`config.mk`:
```
export PLATFORM = sky130hd
export DESIGN_NAME = asf_data_packet_header_parser
export DESIGN_NICKNAME = d
export VERILOG_FILES = /design/src/rtl/core/adph_pkg.sv /design/src/rtl/core/adph_in_stage.sv /design/src/rtl/core/adph_parse.sv /design/src/rtl/core/adph_out_reg.sv /design/src/rtl/core/asf_data_packet_header_parser.sv
export SDC_FILE = /design/constraint.sdc
export NUM_CORES = 1
export LEC_CHECK = 0
export ABC_AREA = 0
export BUFFER_PORTS_ARGS = -buffer_cell sky130_fd_sc_hd__buf_4
export CAP_MARGIN = 30
export CORE_ASPECT_RATIO = 1.4
export CORE_MARGIN = 1.5
export CORE_UTILIZATION = 45
export DETAILED_ROUTE_END_ITERATION = 8
export GPL_ROUTABILITY_DRIVEN = 0
export GPL_TIMING_DRIVEN = 0
export PLACE_DENSITY = 0.73
export SETUP_SLACK_MARGIN = 0.5
export SLEW_MARGIN = 20
export SYNTH_ARGS = -nofsm -noshare
export SYNTH_HDL_FRONTEND = slang
export SYNTH_SLANG_ARGS = --single-unit
```
`constraint.sdc`:
```
create_clock -name clk -period 19.6 [get_ports clk]
set_input_delay 2.94 -clock clk [delete_from_list [all_inputs] [get_ports clk]]
set_output_delay 2.94 -clock clk [all_outputs]
set_load 0.02 [all_outputs]
```
`src/rtl/core/adph_pkg.sv`:
```
// Package for the data packet header parser.
// Holds phase codes, result kinds, the result record and field size decode.
// Used by every module in rtl/core.
`default_nettype none

package adph_pkg;

    // Packet size after reset
    localparam logic [31:0] PACKET_SIZE_RESET = 32'd4096;

    // Replicated data bytes that hold object size and presentation time
    localparam logic [31:0] REP_FIXED_BYTES = 32'd8;

    // Result kinds
    localparam logic [1:0] KIND_HEADER  = 2'd0;
    localparam logic [1:0] KIND_PAYLOAD = 2'd1;
    localparam logic [1:0] KIND_MULTI   = 2'd2;

    // Header parse phases
    typedef enum logic [15:0] {
        PH_FLAGS    = 16'h0001,
        PH_PROP     = 16'h0002,
        PH_PKTLEN   = 16'h0004,
        PH_SEQ      = 16'h0008,
        PH_PAD      = 16'h0010,
        PH_SEND     = 16'h0020,
        PH_DUR      = 16'h0040,
        PH_STREAM   = 16'h0080,
        PH_OBJNUM   = 16'h0100,
        PH_OFFSET   = 16'h0200,
        PH_REPLEN   = 16'h0400,
        PH_OBJSIZE  = 16'h0800,
        PH_PRESTIME = 16'h1000,
        PH_REPSKIP  = 16'h2000,
        PH_PAYLOAD  = 16'h4000,
        PH_DISCARD  = 16'h8000
    } phase_t;

    // One result item
    typedef struct packed {
        logic [1:0]  kind;
        logic [6:0]  stream_number;
        logic        key_frame;
        logic [31:0] object_number;
        logic [31:0] object_offset;
        logic [31:0] replicated_length;
        logic [31:0] object_size;
        logic [31:0] presentation_time;
        logic [31:0] send_time;
        logic [31:0] sequence_number;
        logic [7:0]  payload_byte;
        logic        last_in_packet;
    } result_t;

    // Length type code to field size in bytes
    function automatic logic [2:0] type_bytes(input logic [1:0] code);
        logic [2:0] size;
        begin
            size = (code == 2'd3) ? 3'd4 : {1'b0, code};
            return size;
        end
    endfunction

endpackage

`default_nettype wire

```
`src/rtl/core/adph_in_stage.sv`:
```
// Input register stage of the data packet header parser.
// Holds one byte and decides when it moves into the parse logic; uses adph_pkg.
`default_nettype none

module adph_in_stage
(
    input  wire logic       clk,
    input  wire logic       rst_n,
    input  wire logic       in_valid,
    output logic            in_stall,
    input  wire logic [7:0] in_byte,
    input  wire logic       out_space,
    output logic            item_go,
    output logic [7:0]      item_byte
);

    import adph_pkg::*;

    logic       valid_reg;
    logic       valid_next;
    logic [7:0] byte_reg;
    logic       load;

    // Advance the held item when the result side has room
    assign item_go   = valid_reg & out_space;
    assign item_byte = byte_reg;
    assign in_stall  = valid_reg & ~out_space;
    assign load      = in_valid & ~in_stall;

    always_comb
    begin
        if (load)
        begin
            valid_next = 1'b1;
        end
        else if (item_go)
        begin
            valid_next = 1'b0;
        end
        else
        begin
            valid_next = valid_reg;
        end
    end

    // Hold the item until it is processed
    always_ff @(posedge clk or negedge rst_n)
    begin
        if (!rst_n)
        begin
            valid_reg <= 1'b0;
        end
        else
        begin
            valid_reg <= valid_next;
        end
    end

    always_ff @(posedge clk)
    begin
        if (load)
        begin
            byte_reg <= in_byte;
        end
    end

endmodule

`default_nettype wire

```
`src/rtl/core/adph_parse.sv`:
```
// Header parse state and packet framing of the data packet header parser.
// Holds the packet size register and builds at most one result per item; uses adph_pkg.
`default_nettype none

module adph_parse
(
    input  wire logic        clk,
    input  wire logic        rst_n,
    input  wire logic        cfg_wr_en,
    input  wire logic [31:0] cfg_wr_data,
    input  wire logic        item_go,
    input  wire logic [7:0]  item_byte,
    output logic             res_valid,
    output adph_pkg::result_t res
);

    import adph_pkg::*;

    typedef struct packed {
        phase_t      ph;
        logic [31:0] len;
    } fstart_t;

    // Start at the given field, or fall back when that field is empty
    function automatic fstart_t pick(input phase_t ph, input logic [31:0] len,
                                     input fstart_t alt);
        fstart_t sel;
        begin
            if (len != 32'd0)
            begin
                sel.ph  = ph;
                sel.len = len;
            end
            else
            begin
                sel = alt;
            end
            return sel;
        end
    endfunction

    logic [31:0] size_reg;
    logic [31:0] pos_reg, pos_next;
    phase_t      phase_reg, phase_upd, phase_next;
    logic [31:0] left_reg, left_upd, left_next;
    logic [31:0] acc_reg, acc_upd, acc_next;
    logic [1:0]  idx_reg, idx_upd, idx_next;
    logic [7:0]  pkt_reg, pkt_upd, pkt_next;
    logic [7:0]  prop_reg, prop_upd, prop_next;
    logic [7:0]  sk_reg, sk_upd, sk_next;
    logic [31:0] obj_reg, obj_upd, obj_next;
    logic [31:0] off_reg, off_upd, off_next;
    logic [31:0] rep_reg, rep_upd, rep_next;
    logic [31:0] osz_reg, osz_upd, osz_next;
    logic [31:0] pt_reg, pt_upd, pt_next;
    logic [31:0] send_reg, send_upd, send_next;
    logic [31:0] seq_reg, seq_upd, seq_next;

    logic        last;
    logic [31:0] acc_new;
    logic        field_end;
    logic        emit;
    logic [1:0]  kind;
    fstart_t     nxt;
    fstart_t     start_send;
    fstart_t     start_pad;
    fstart_t     start_seq;
    fstart_t     start_pktlen;
    fstart_t     start_replen;
    fstart_t     start_offset;
    fstart_t     start_objnum;
    fstart_t     header_end;

    // Packet end: size zero means a 2^32 byte packet
    always_comb
    begin
        if (size_reg == 32'd0)
        begin
            last = &pos_reg;
        end
        else
        begin
            last = (pos_reg >= (size_reg - 32'd1));
        end
    end

    // Merge the byte into the field, little-endian
    assign acc_new   = acc_reg | ({24'd0, item_byte} << {idx_reg, 3'b000});
    assign field_end = (left_reg[31:1] == 31'd0);

    // Next nonempty field, skipping fields of size zero
    assign header_end   = '{PH_PAYLOAD, 32'd0};
    assign start_send   = '{PH_SEND, 32'd4};
    assign start_pad    = pick(PH_PAD, {29'd0, type_bytes(pkt_reg[4:3])}, start_send);
    assign start_seq    = pick(PH_SEQ, {29'd0, type_bytes(pkt_reg[2:1])}, start_pad);
    assign start_pktlen = pick(PH_PKTLEN, {29'd0, type_bytes(pkt_reg[6:5])}, start_seq);
    assign start_replen = pick(PH_REPLEN, {29'd0, type_bytes(prop_reg[1:0])}, header_end);
    assign start_offset = pick(PH_OFFSET, {29'd0, type_bytes(prop_reg[3:2])}, start_replen);
    assign start_objnum = pick(PH_OBJNUM, {29'd0, type_bytes(prop_reg[5:4])}, start_offset);

    // Advance the parse by one byte
    always_comb
    begin
        phase_upd = phase_reg;
        left_upd  = left_reg;
        acc_upd   = acc_reg;
        idx_upd   = idx_reg;
        pkt_upd   = pkt_reg;
        prop_upd  = prop_reg;
        sk_upd    = sk_reg;
        obj_upd   = obj_reg;
        off_upd   = off_reg;
        rep_upd   = rep_reg;
        osz_upd   = osz_reg;
        pt_upd    = pt_reg;
        send_upd  = send_reg;
        seq_upd   = seq_reg;
        emit      = 1'b0;
        kind      = KIND_HEADER;
        nxt       = header_end;

        unique case (phase_reg) inside
            PH_FLAGS:
            begin
                if (left_reg != 32'd0)
                begin
                    left_upd = left_reg - 32'd1;
                end
                else if ((pos_reg == 32'd0) && item_byte[7])
                begin
                    left_upd = {28'd0, item_byte[3:0]};
                end
                else
                begin
                    pkt_upd   = item_byte;
                    phase_upd = PH_PROP;
                    left_upd  = 32'd1;
                    acc_upd   = 32'd0;
                    idx_upd   = 2'd0;
                end
            end
            PH_PAYLOAD:
            begin
                emit = 1'b1;
                kind = KIND_PAYLOAD;
            end
            PH_DISCARD:
            begin
                emit = 1'b0;
            end
            PH_REPSKIP:
            begin
                if (left_reg != 32'd0)
                begin
                    left_upd = left_reg - 32'd1;
                end
                if (field_end)
                begin
                    phase_upd = PH_PAYLOAD;
                    emit      = 1'b1;
                    kind      = KIND_HEADER;
                end
            end
            PH_PROP, PH_PKTLEN, PH_SEQ, PH_PAD, PH_SEND, PH_DUR, PH_STREAM,
            PH_OBJNUM, PH_OFFSET, PH_REPLEN, PH_OBJSIZE, PH_PRESTIME:
            begin
                acc_upd = acc_new;
                idx_upd = idx_reg + 2'd1;
                if (left_reg != 32'd0)
                begin
                    left_upd = left_reg - 32'd1;
                end
                if (field_end)
                begin
                    // Store the finished field and pick the next one
                    unique case (phase_reg)
                        PH_PROP:
                        begin
                            prop_upd = acc_new[7:0];
                            nxt      = start_pktlen;
                        end
                        PH_PKTLEN:   nxt = start_seq;
                        PH_SEQ:
                        begin
                            seq_upd = acc_new;
                            nxt     = start_pad;
                        end
                        PH_PAD:      nxt = start_send;
                        PH_SEND:
                        begin
                            send_upd = acc_new;
                            nxt      = '{PH_DUR, 32'd2};
                        end
                        PH_DUR:
                        begin
                            if (pkt_reg[0])
                            begin
                                nxt = '{PH_DISCARD, 32'd0};
                            end
                            else
                            begin
                                nxt = '{PH_STREAM, 32'd1};
                            end
                        end
                        PH_STREAM:
                        begin
                            sk_upd = acc_new[7:0];
                            nxt    = start_objnum;
                        end
                        PH_OBJNUM:
                        begin
                            obj_upd = acc_new;
                            nxt     = start_offset;
                        end
                        PH_OFFSET:
                        begin
                            off_upd = acc_new;
                            nxt     = start_replen;
                        end
                        PH_REPLEN:
                        begin
                            rep_upd = acc_new;
                            osz_upd = 32'd0;
                            pt_upd  = 32'd0;
                            if (acc_new >= REP_FIXED_BYTES)
                            begin
                                nxt = '{PH_OBJSIZE, 32'd4};
                            end
                            else
                            begin
                                nxt = pick(PH_REPSKIP, acc_new, header_end);
                            end
                        end
                        PH_OBJSIZE:
                        begin
                            osz_upd = acc_new;
                            nxt     = '{PH_PRESTIME, 32'd4};
                        end
                        PH_PRESTIME:
                        begin
                            pt_upd = acc_new;
                            nxt    = pick(PH_REPSKIP, rep_reg - REP_FIXED_BYTES, header_end);
                        end
                        default:     nxt = '{PH_DISCARD, 32'd0};
                    endcase
                    phase_upd = nxt.ph;
                    left_upd  = nxt.len;
                    acc_upd   = 32'd0;
                    idx_upd   = 2'd0;
                    if (nxt.ph == PH_PAYLOAD)
                    begin
                        emit = 1'b1;
                        kind = KIND_HEADER;
                    end
                    else if (nxt.ph == PH_DISCARD)
                    begin
                        emit = 1'b1;
                        kind = KIND_MULTI;
                    end
                end
            end
            default:
            begin
                emit = 1'b0;
            end
        endcase
    end

    // Build the result from the updated header values
    always_comb
    begin
        res.kind              = kind;
        res.stream_number     = sk_upd[6:0];
        res.key_frame         = sk_upd[7];
        res.object_number     = obj_upd;
        res.object_offset     = off_upd;
        res.replicated_length = rep_upd;
        res.object_size       = osz_upd;
        res.presentation_time = pt_upd;
        res.send_time         = send_upd;
        res.sequence_number   = seq_upd;
        res.payload_byte      = (kind == KIND_PAYLOAD) ? item_byte : 8'd0;
        res.last_in_packet    = last;
    end

    assign res_valid = item_go & emit;

    // Drop all packet state on the packet's final byte
    always_comb
    begin
        pos_next = last ? 32'd0 : (pos_reg + 32'd1);
        if (last)
        begin
            phase_next = PH_FLAGS;
            left_next  = 32'd0;
            acc_next   = 32'd0;
            idx_next   = 2'd0;
            pkt_next   = 8'd0;
            prop_next  = 8'd0;
            sk_next    = 8'd0;
            obj_next   = 32'd0;
            off_next   = 32'd0;
            rep_next   = 32'd0;
            osz_next   = 32'd0;
            pt_next    = 32'd0;
            send_next  = 32'd0;
            seq_next   = 32'd0;
        end
        else
        begin
            phase_next = phase_upd;
            left_next  = left_upd;
            acc_next   = acc_upd;
            idx_next   = idx_upd;
            pkt_next   = pkt_upd;
            prop_next  = prop_upd;
            sk_next    = sk_upd;
            obj_next   = obj_upd;
            off_next   = off_upd;
            rep_next   = rep_upd;
            osz_next   = osz_upd;
            pt_next    = pt_upd;
            send_next  = send_upd;
            seq_next   = seq_upd;
        end
    end

    // Packet size register
    always_ff @(posedge clk or negedge rst_n)
    begin
        if (!rst_n)
        begin
            size_reg <= PACKET_SIZE_RESET;
        end
        else if (cfg_wr_en)
        begin
            size_reg <= cfg_wr_data;
        end
    end

    // Parse state
    always_ff @(posedge clk or negedge rst_n)
    begin
        if (!rst_n)
        begin
            pos_reg   <= 32'd0;
            phase_reg <= PH_FLAGS;
            left_reg  <= 32'd0;
            acc_reg   <= 32'd0;
            idx_reg   <= 2'd0;
            pkt_reg   <= 8'd0;
            prop_reg  <= 8'd0;
            sk_reg    <= 8'd0;
            obj_reg   <= 32'd0;
            off_reg   <= 32'd0;
            rep_reg   <= 32'd0;
            osz_reg   <= 32'd0;
            pt_reg    <= 32'd0;
            send_reg  <= 32'd0;
            seq_reg   <= 32'd0;
        end
        else if (item_go)
        begin
            pos_reg   <= pos_next;
            phase_reg <= phase_next;
            left_reg  <= left_next;
            acc_reg   <= acc_next;
            idx_reg   <= idx_next;
            pkt_reg   <= pkt_next;
            prop_reg  <= prop_next;
            sk_reg    <= sk_next;
            obj_reg   <= obj_next;
            off_reg   <= off_next;
            rep_reg   <= rep_next;
            osz_reg   <= osz_next;
            pt_reg    <= pt_next;
            send_reg  <= send_next;
            seq_reg   <= seq_next;
        end
    end

endmodule

`default_nettype wire

```
`src/rtl/core/adph_out_reg.sv`:
```
// Result register of the data packet header parser.
// Holds one result item until the consumer takes it; uses adph_pkg.
`default_nettype none

module adph_out_reg
(
    input  wire logic              clk,
    input  wire logic              rst_n,
    input  wire logic              res_valid,
    input  wire adph_pkg::result_t res,
    input  wire logic              out_stall,
    output logic                   out_space,
    output logic                   out_valid,
    output adph_pkg::result_t      out_res
);

    import adph_pkg::*;

    logic    valid_reg;
    logic    valid_next;
    result_t res_reg;

    // Room when empty or when the held item leaves this cycle
    assign out_space = ~valid_reg | ~out_stall;
    assign out_valid = valid_reg;
    assign out_res   = res_reg;

    always_comb
    begin
        if (res_valid)
        begin
            valid_next = 1'b1;
        end
        else if (~out_stall)
        begin
            valid_next = 1'b0;
        end
        else
        begin
            valid_next = valid_reg;
        end
    end

    always_ff @(posedge clk or negedge rst_n)
    begin
        if (!rst_n)
        begin
            valid_reg <= 1'b0;
        end
        else
        begin
            valid_reg <= valid_next;
        end
    end

    // Load a new result item
    always_ff @(posedge clk)
    begin
        if (res_valid)
        begin
            res_reg <= res;
        end
    end

endmodule

`default_nettype wire

```
`src/rtl/core/asf_data_packet_header_parser.sv`:
```
// Data packet header parser: cuts a byte stream into fixed-size packets and parses headers.
// An accepted byte is held in the input register; its result item then in the result register.
// Throughput: one byte per cycle while out_stall is low; parse state updates once per byte.
// Only a header's last byte and payload bytes give a result; discarded bytes give none.
// Reset: asynchronous, active low; clears parse state and sets packet_size to 4096.
// Depends on adph_pkg, adph_in_stage, adph_parse and adph_out_reg.
`default_nettype none

module asf_data_packet_header_parser
(
    input  wire logic        clk,
    input  wire logic        rst_n,
    input  wire logic        cfg_wr_en,
    input  wire logic [31:0] cfg_wr_data,
    input  wire logic        in_valid,
    output logic             in_stall,
    input  wire logic [7:0]  in_byte,
    output logic             out_valid,
    input  wire logic        out_stall,
    output logic [1:0]       kind,
    output logic [6:0]       stream_number,
    output logic             key_frame,
    output logic [31:0]      object_number,
    output logic [31:0]      object_offset,
    output logic [31:0]      replicated_length,
    output logic [31:0]      object_size,
    output logic [31:0]      presentation_time,
    output logic [31:0]      send_time,
    output logic [31:0]      sequence_number,
    output logic [7:0]       payload_byte,
    output logic             last_in_packet
);

    import adph_pkg::*;

    logic    out_space;
    logic    item_go;
    logic [7:0] item_byte;
    logic    res_valid;
    result_t res;
    result_t out_res;

    adph_in_stage u_in_stage
    (
        .clk       (clk),
        .rst_n     (rst_n),
        .in_valid  (in_valid),
        .in_stall  (in_stall),
        .in_byte   (in_byte),
        .out_space (out_space),
        .item_go   (item_go),
        .item_byte (item_byte)
    );

    adph_parse u_parse
    (
        .clk         (clk),
        .rst_n       (rst_n),
        .cfg_wr_en   (cfg_wr_en),
        .cfg_wr_data (cfg_wr_data),
        .item_go     (item_go),
        .item_byte   (item_byte),
        .res_valid   (res_valid),
        .res         (res)
    );

    adph_out_reg u_out_reg
    (
        .clk       (clk),
        .rst_n     (rst_n),
        .res_valid (res_valid),
        .res       (res),
        .out_stall (out_stall),
        .out_space (out_space),
        .out_valid (out_valid),
        .out_res   (out_res)
    );

    // Split the result record onto the ports
    assign kind              = out_res.kind;
    assign stream_number     = out_res.stream_number;
    assign key_frame         = out_res.key_frame;
    assign object_number     = out_res.object_number;
    assign object_offset     = out_res.object_offset;
    assign replicated_length = out_res.replicated_length;
    assign object_size       = out_res.object_size;
    assign presentation_time = out_res.presentation_time;
    assign send_time         = out_res.send_time;
    assign sequence_number   = out_res.sequence_number;
    assign payload_byte      = out_res.payload_byte;
    assign last_in_packet    = out_res.last_in_packet;

    // A multiple-payload marker comes before any payload field is read
    a_multi_no_object: assert property (@(posedge clk) disable iff (!rst_n)
        (out_valid && (kind == KIND_MULTI)) |->
            ((object_number == 32'd0) && (replicated_length == 32'd0)))
        else $error("multiple-payload marker carries payload fields");

    // Short replicated data leaves object size and presentation time clear
    a_short_rep: assert property (@(posedge clk) disable iff (!rst_n)
        (out_valid && (replicated_length < REP_FIXED_BYTES)) |->
            ((object_size == 32'd0) && (presentation_time == 32'd0)))
        else $error("object size or time set with short replicated data");

    // Only payload items carry a data byte
    a_payload_byte: assert property (@(posedge clk) disable iff (!rst_n)
        (out_valid && (kind != KIND_PAYLOAD)) |-> (payload_byte == 8'd0))
        else $error("data byte on a non-payload result");

    // The input stage stalls only while the result register is full and stalled
    a_stall_pending: assert property (@(posedge clk) disable iff (!rst_n)
        in_stall |-> (out_valid && out_stall))
        else $error("input stalled while the result side has room");

endmodule

`default_nettype wire

```
==> metrics.txt, run 1 <==
outcome=complete, no violations; critical path cell sequence=buf_4 > nand3_1 > inv_1 > buf_4; count of different cell masters after synthesis=80; Internal Power=2.73 mW; Most Frequent Cell on Critical Path=buf_4; drt first pass iters=9; Async SR Flop Fraction=0.610; combinational power share=0.325; Seq cells post-synth=644; Core Util, Final=0.552; cell count after synthesis=3,024; leakage power=16.1 nW; sequential-to-total area share from yosys stat=0.559; Synth area leaders=dfrtp_1, edfxtp_1, nand2_1; TritonCTS Buffers=60; Routed Antenna Nets=0; fmax=0.156 GHz; worst-margin pin slew=1.04 ns; later-pin clock latency in the skew report=0.68 ns; CP max stage delay=0.18 ns; area of the core=0.0680 sq mm; Post-Syn Nets=3,110; share of the synthesized area in the top cell type=0.315; H-tree Lvls=2; placed instance area=0.0353 sq mm; Reg-to-Reg Start=u_parse.size_reg[4]$_DFFE_PN0P_; Setup WS post-layout=13.17 ns; critical path's slowest cell=nand3_1; CP Capture Type=output pin; Final nets=3,502; Avg Cell Area, Syn=10.3 sq um; Synth Flop Type=dfrtp_1; final wirelength=102,000 microns; Slew HR=0.300; largest net degree at the start of global routing=95; synthesized area=0.0311 sq mm; reg-to-reg endpoint=u_parse.left_reg[16]$_DFFE_PN0P_; Starting Density=0.457; Hold Crit Class=reg -> reg; Power Total=4.36 mW; most numerous cell in the Yosys netlist=nand2_1; Max VDD drop=0.0000835 V; Clk pin slew, worst setup/hold paths=0.06 ns; clk buf depth=3; initial antenna violation count=0; Seq pwr share=0.375; Syn. warnings=0; post-cts sizing count=0; via count of the routed design=26,300; DIE AREA=0.0706 sq mm; minimum clock period=6.43 ns; CP arrival=3.49 ns; wire length per cell=23.2 microns; WHS Endpoint=u_parse.sk_reg[0]$_DFFE_PN0P_; Hold Buf Count CTS=0; Rows=113; switching share of total power=0.373; vias in the first global route=25,100; pwr dens=116 mW/mm^2; chip height=314 microns; Post-Route Skew=0.0254 ns; DR iter-0 viols=3,235; synth cell count leaders=nand2_1, dfrtp_1, edfxtp_1, nor2_1, nand3_1; Hold Startpoint=u_parse.sk_reg[0]$_DFFE_PN0P_; WP data required=16.66 ns; GRT overflow=0; DP Cell Count=4,273; CTS root buffer=clkbuf_16; CTS tree=done; Final Setup Violations=0; drt via density=5.98; number of flops mapped to enable cells by yosys=251; clock power share=0.300; Post-CTS Setup Inserts=0; layout cells sized above 1=0.211; setup slack at placement=12.89 ns; Final Cycle Share=0.328; number of port buffers=288; clk sinks=644; Final Max Tran Viols=0; number of flip-flops under the largest register name=243; Worst Path Max Fanout=4; r2r setup slk=14.16 ns; Max-Cap Viols=0; final hold viol count=0; worst setup path class=in -> out; Layout Area Growth over Synthesis=20.9%; gr usage total=0.285; largest area contributor in the netlist=dfrtp_1; hold path depth=2; RSZ-0062 raised after global routing=false; DRC violations left=0; global-route wire length before repair=153,000 microns; Finished Layout Cells=4,390; worst reg-to-reg path cell count=18; dpl hpwl=75,100 microns; die width=225 microns; Finished Cell Area=0.0376 sq mm; IO Count=290; Startpoint Class=input port; switching power=1.63 mW
==> worst max-delay path by stage <==
stage,cells after the start,end,slack (ns),start
floorplan,6,u_out_reg.out_res[0]$_DFFE_PP_,3.21,out_stall
global placement,7,u_out_reg.out_res[141]$_DFFE_PP_,-2.75,out_stall
detailed placement,12,u_out_reg.out_res[226]$_DFFE_PP_,12.89,out_stall
CTS,4,in_stall,13.18,out_stall
global route,4,in_stall,13.14,out_stall
finish,4,in_stall,13.17,out_stall
==> cell families after synthesis <==
logic type | share of synthesized area
fa+ha+maj | 0.0165
compound gates | 0.153
mux | 0.0141
xor+xnor | 0.0254
simple gates | 0.196
flops | 0.559
buf+inv | 0.0356
==> per-stage QoR <==
step	setup TNS, ns	hold slack [ns]
after floorplan	0	0.439
after global placement	-665.95	0.448
after detailed placement	0	0.455
after CTS	0	0.469
after global routing	0	0.490
final	0	0.465
==> power by group through the flow <==
stage	Clock (mW)	Combinational, mW	Sequential (mW)
floorplan	0	0.651	1.72
global placement	0	1.24	1.71
detailed placement	0	1.38	1.66
CTS	1.33	1.38	1.63
global route	1.37	1.47	1.65
finish	1.31	1.42	1.63
==> layout make-up <==
class	count	area, sq um
fill	5782	30400
sequential	644	17400
multi-input combinational	2130	12800
timing repair buffer	330	2930
clock buffer	80	1700
tap	920	1150
buffer	216	978
clock inverter	34	531
inverter	34	128
antenna	2	5.00
==> routing by layer <==
| layer | routed length [microns] | GRT usage |
|---|---|---|
| met2 | 48600 | 0.466 |
| met3 | 8250 | 0.0490 |
| met5 | 0 | 0 |
| met1 | 38100 | 0.351 |
| met4 | 6950 | 0.179 |
==> layout by cell type, fill, tap and decap left out, types with 43 or more instances in the layout <==
cell type,synthesis,routed
a21oi_1,113,83
a31o_2,94,94
and2_1,102,102
buf_2,53,53
buf_4,3,290
clkbuf_1,132,143
clkbuf_16,0,63
dfrtp_1,391,391
edfxtp_1,251,251
nand2_1,506,506
nand3_1,147,147
nand4_1,46,46
nor2_1,208,208
nor3_1,74,74
nor4_1,54,54
o21ai_0,129,129
o21ai_1,49,49
o21ai_2,49,49
o2bb2ai_1,64,64
xnor2_1,47,47
xor2_1,43,43
==> worst max-delay path: cells and delay by family <==
kind | cells | cell delay, ns
AND/OR/NAND/NOR | 1 | 0.18
buffers and inverters | 3 | 0.37
(Power assumes the default switching activity.)
==> run 2, diff against run 1 <==
--- a/config.mk
+++ b/config.mk
@@ -14,7 +14,7 @@
 export DETAILED_ROUTE_END_ITERATION = 8
 export GPL_ROUTABILITY_DRIVEN = 0
 export GPL_TIMING_DRIVEN = 0
-export PLACE_DENSITY = 0.73
+export PLACE_DENSITY = 0.76
 export SETUP_SLACK_MARGIN = 0.5
 export SLEW_MARGIN = 20
 export SYNTH_ARGS = -nofsm -noshare
==> constraint.sdc (replaced) <==
create_clock -name clk -period 5.31 [get_ports clk]
set_input_delay 0.7965 -clock clk [delete_from_list [all_inputs] [get_ports clk]]
set_output_delay 0.7965 -clock clk [all_outputs]
set_load 0.02 [all_outputs]
==> run 2 against run 1 <==
Net effect: via count increased by 1.2%; cell count rose by 0.27%; global-route usage barely moved; clock power rose to 3.4 times the previous value; sequential cell count stayed put; utilization rose by 0.27 points; non-clock buffer count grew 11; clock skew up 0.011 ns; sequential share of layout area shrank 0.23 points; first-iteration DRC count rose by 6.1%; die area unchanged; setup slack worse by 13 ns.
==> metrics.txt, run 2 (synthesis gave the netlist of run 1 again) <==
RSZ-0062 raised after global routing=true; dpl hpwl=74,400 microns; Internal Power=9.72 mW; Final Max Tran Viols=0; met1 WL=36,900 microns; drt via density=6.04; Seq pwr share=0.383; global-route wire length before repair=153,000 microns; leakage power=16.2 nW; combinational power share=0.339; CTS root buffer=clkbuf_16; TritonCTS Buffers=61; Filler cells=5,766; CP endpoint=u_out_reg.out_res[207]$_DFFE_PP_; number of port buffers=288; CP Launch Point=u_parse.rep_reg[6]$_DFFE_PN0P_; vias in the first global route=25,400; Slew HR=0.321; clk buf depth=3; commonest non-fill, non-tap cells in the layout=nand2_1, dfrtp_1, buf_4; met3 WL post-DR=8940 microns; area of the multi-input gates=0.0130 sq mm; final hold viol count=0; CP Capture Type=register; Final Setup Violations=0; WP data required=5.69 ns; GRT overflow=0; CP arrival=5.05 ns; final setup TNS=0 ns; DIE AREA=0.0706 sq mm; r2r setup slk=0.64 ns; Routed Antenna Nets=0; DRC violations left=0; die width=225 microns; minimum clock period=4.67 ns; number of flip-flops under the largest register name=243; outcome=complete, no violations; worst setup path class=reg -> reg; Final nets=3,514; IO Count=290; Startpoint Class=register; switching power=6.04 mW; layout cells sized above 1=0.229; Core Util, Final=0.555; Worst Path Max Fanout=26; pwr dens=418 mW/mm^2; initial antenna violation count=0; setup slack at placement=-0.0739 ns; commonest non-fill, non-tap cell in the layout=nand2_1; worst reg-to-reg path cell count=15; switching share of total power=0.383; Layout Area Growth over Synthesis=21.5%; Detail Route met2 WL=49,500 microns; Hold Buf Count CTS=0; Max VDD drop=0.000308 V; worst-margin pin slew=1.02 ns; Rows=113; Final Cycle Share=0.879; later-pin clock latency in the skew report=0.68 ns; largest net degree at the start of global routing=97; reg-to-reg endpoint=u_out_reg.out_res[207]$_DFFE_PP_; top sig layer=met4; Hold Crit Class=in -> async; chip height=314 microns; fmax=0.214 GHz; Post-Route Skew=0.0365 ns; Starting Density=0.457; final wirelength=102,000 microns; gr usage total=0.285; DR iter-0 viols=3,431; clock power share=0.279; CTS tree=done; wire length per cell=23.2 microns; H-tree Lvls=2; clk sinks=644; Max-Cap Viols=0; drt first pass iters=7; Seq. cell area=0.0174 sq mm; Setup WS post-layout=0.642 ns; via count of the routed design=26,600; Clk pin slew, worst setup/hold paths=0.06 ns; Reg-to-Reg Start=u_parse.rep_reg[6]$_DFFE_PN0P_; area of the core=0.0680 sq mm
[run 2: changes by cell type in the layout (fill, tap and decap cells not counted), moves of 8 or more]
| cell | change |
|---|---|
| clkbuf_2 | +13 |
| buf_2 | -16 |
| buf_6 | +8 |
| clkbuf_4 | +10 |
| bufinv_16 | -8 |
| clkinv_2 | +11 |
| buf_4 | +12 |
| clkbuf_1 | -18 |
[run 2: cell type report]
type | instances | area share
antenna | 1 | 0.0000663
buffer | 216 | 0.0288
clock buffer | 74 | 0.0434
clock inverter | 42 | 0.00948
inverter | 34 | 0.00338
multi-input combinational | 2130 | 0.345
sequential | 644 | 0.460
tap | 920 | 0.0305
timing repair buffer | 341 | 0.0791
[run 2: worst min-delay path by stage]
stage	end	cells after the start	slack, ns	startpoint
4_1_cts	u_parse.pt_reg[18]$_DFFE_PN0P_	1	0.02	rst_n
2_1_floorplan	u_parse.obj_reg[0]$_DFFE_PN0P_	2	0.44	u_parse.obj_reg[0]$_DFFE_PN0P_
6_report	u_parse.send_reg[17]$_DFFE_PN0P_	1	0.04	rst_n
3_5_place_dp	u_parse.off_reg[27]$_DFFE_PN0P_	2	0.46	u_parse.off_reg[27]$_DFFE_PN0P_
3_3_place_gp	u_parse.off_reg[11]$_DFFE_PN0P_	2	0.45	u_parse.off_reg[11]$_DFFE_PN0P_
5_1_grt	u_parse.send_reg[26]$_DFFE_PN0P_	1	0.04	rst_n
[run 2: critical path, stage by stage, from the launching register on]
cell      delay (ns)
dfrtp_1         0.36
clkbuf_1        0.21
nor4_4          0.53
nand4_1         0.33
o21ai_0         0.33
nand2_1         0.17
or4_1           0.65
o21bai_2        0.24
o311ai_2        0.17
a21oi_4         0.25
buf_16          0.20
buf_16          0.18
buf_16          0.18
buf_16          0.18
buf_16          0.17
buf_16          0.19
[run 2: per-stage QoR]
step	instance area (sq um)	instances	power (mW)	hold WS, ns
2_1_floorplan	31200	3024	8.69	0.439
3_3_place_gp	34500	4232	10.8	0.448
3_5_place_dp	35400	4274	11.2	0.456
4_1_cts	37500	4392	15.6	0.0211
5_1_grt	37700	4401	16.2	0.0422
6_report	37700	4402	15.8	0.0354
[run 2: what timing repair did]
item / CTS / global route
setup endpoints to repair: 411 / 424
resized for setup: 41 / 49
pin swaps: 4 / 6
setup buffers: 2 / 6
[run 2: power groups by stage]
stage          Combinational, mW  Clock (mW)  Sequential [mW]
6_report                    5.34        4.39             6.03
5_1_grt                     5.55        4.63             6.07
4_1_cts                     5.17        4.44             6.02
3_5_place_dp                5.11           0             6.11
3_3_place_gp                4.60           0             6.16
2_1_floorplan               2.45           0             6.24
[run 2: per-layer routing]
layer / track usage / vias up
met4: 0.167 / 0
met5: 0 / -
met3: 0.0531 / 361
met2: 0.476 / 1457
met1: 0.344 / 13000
li1: - / 11800
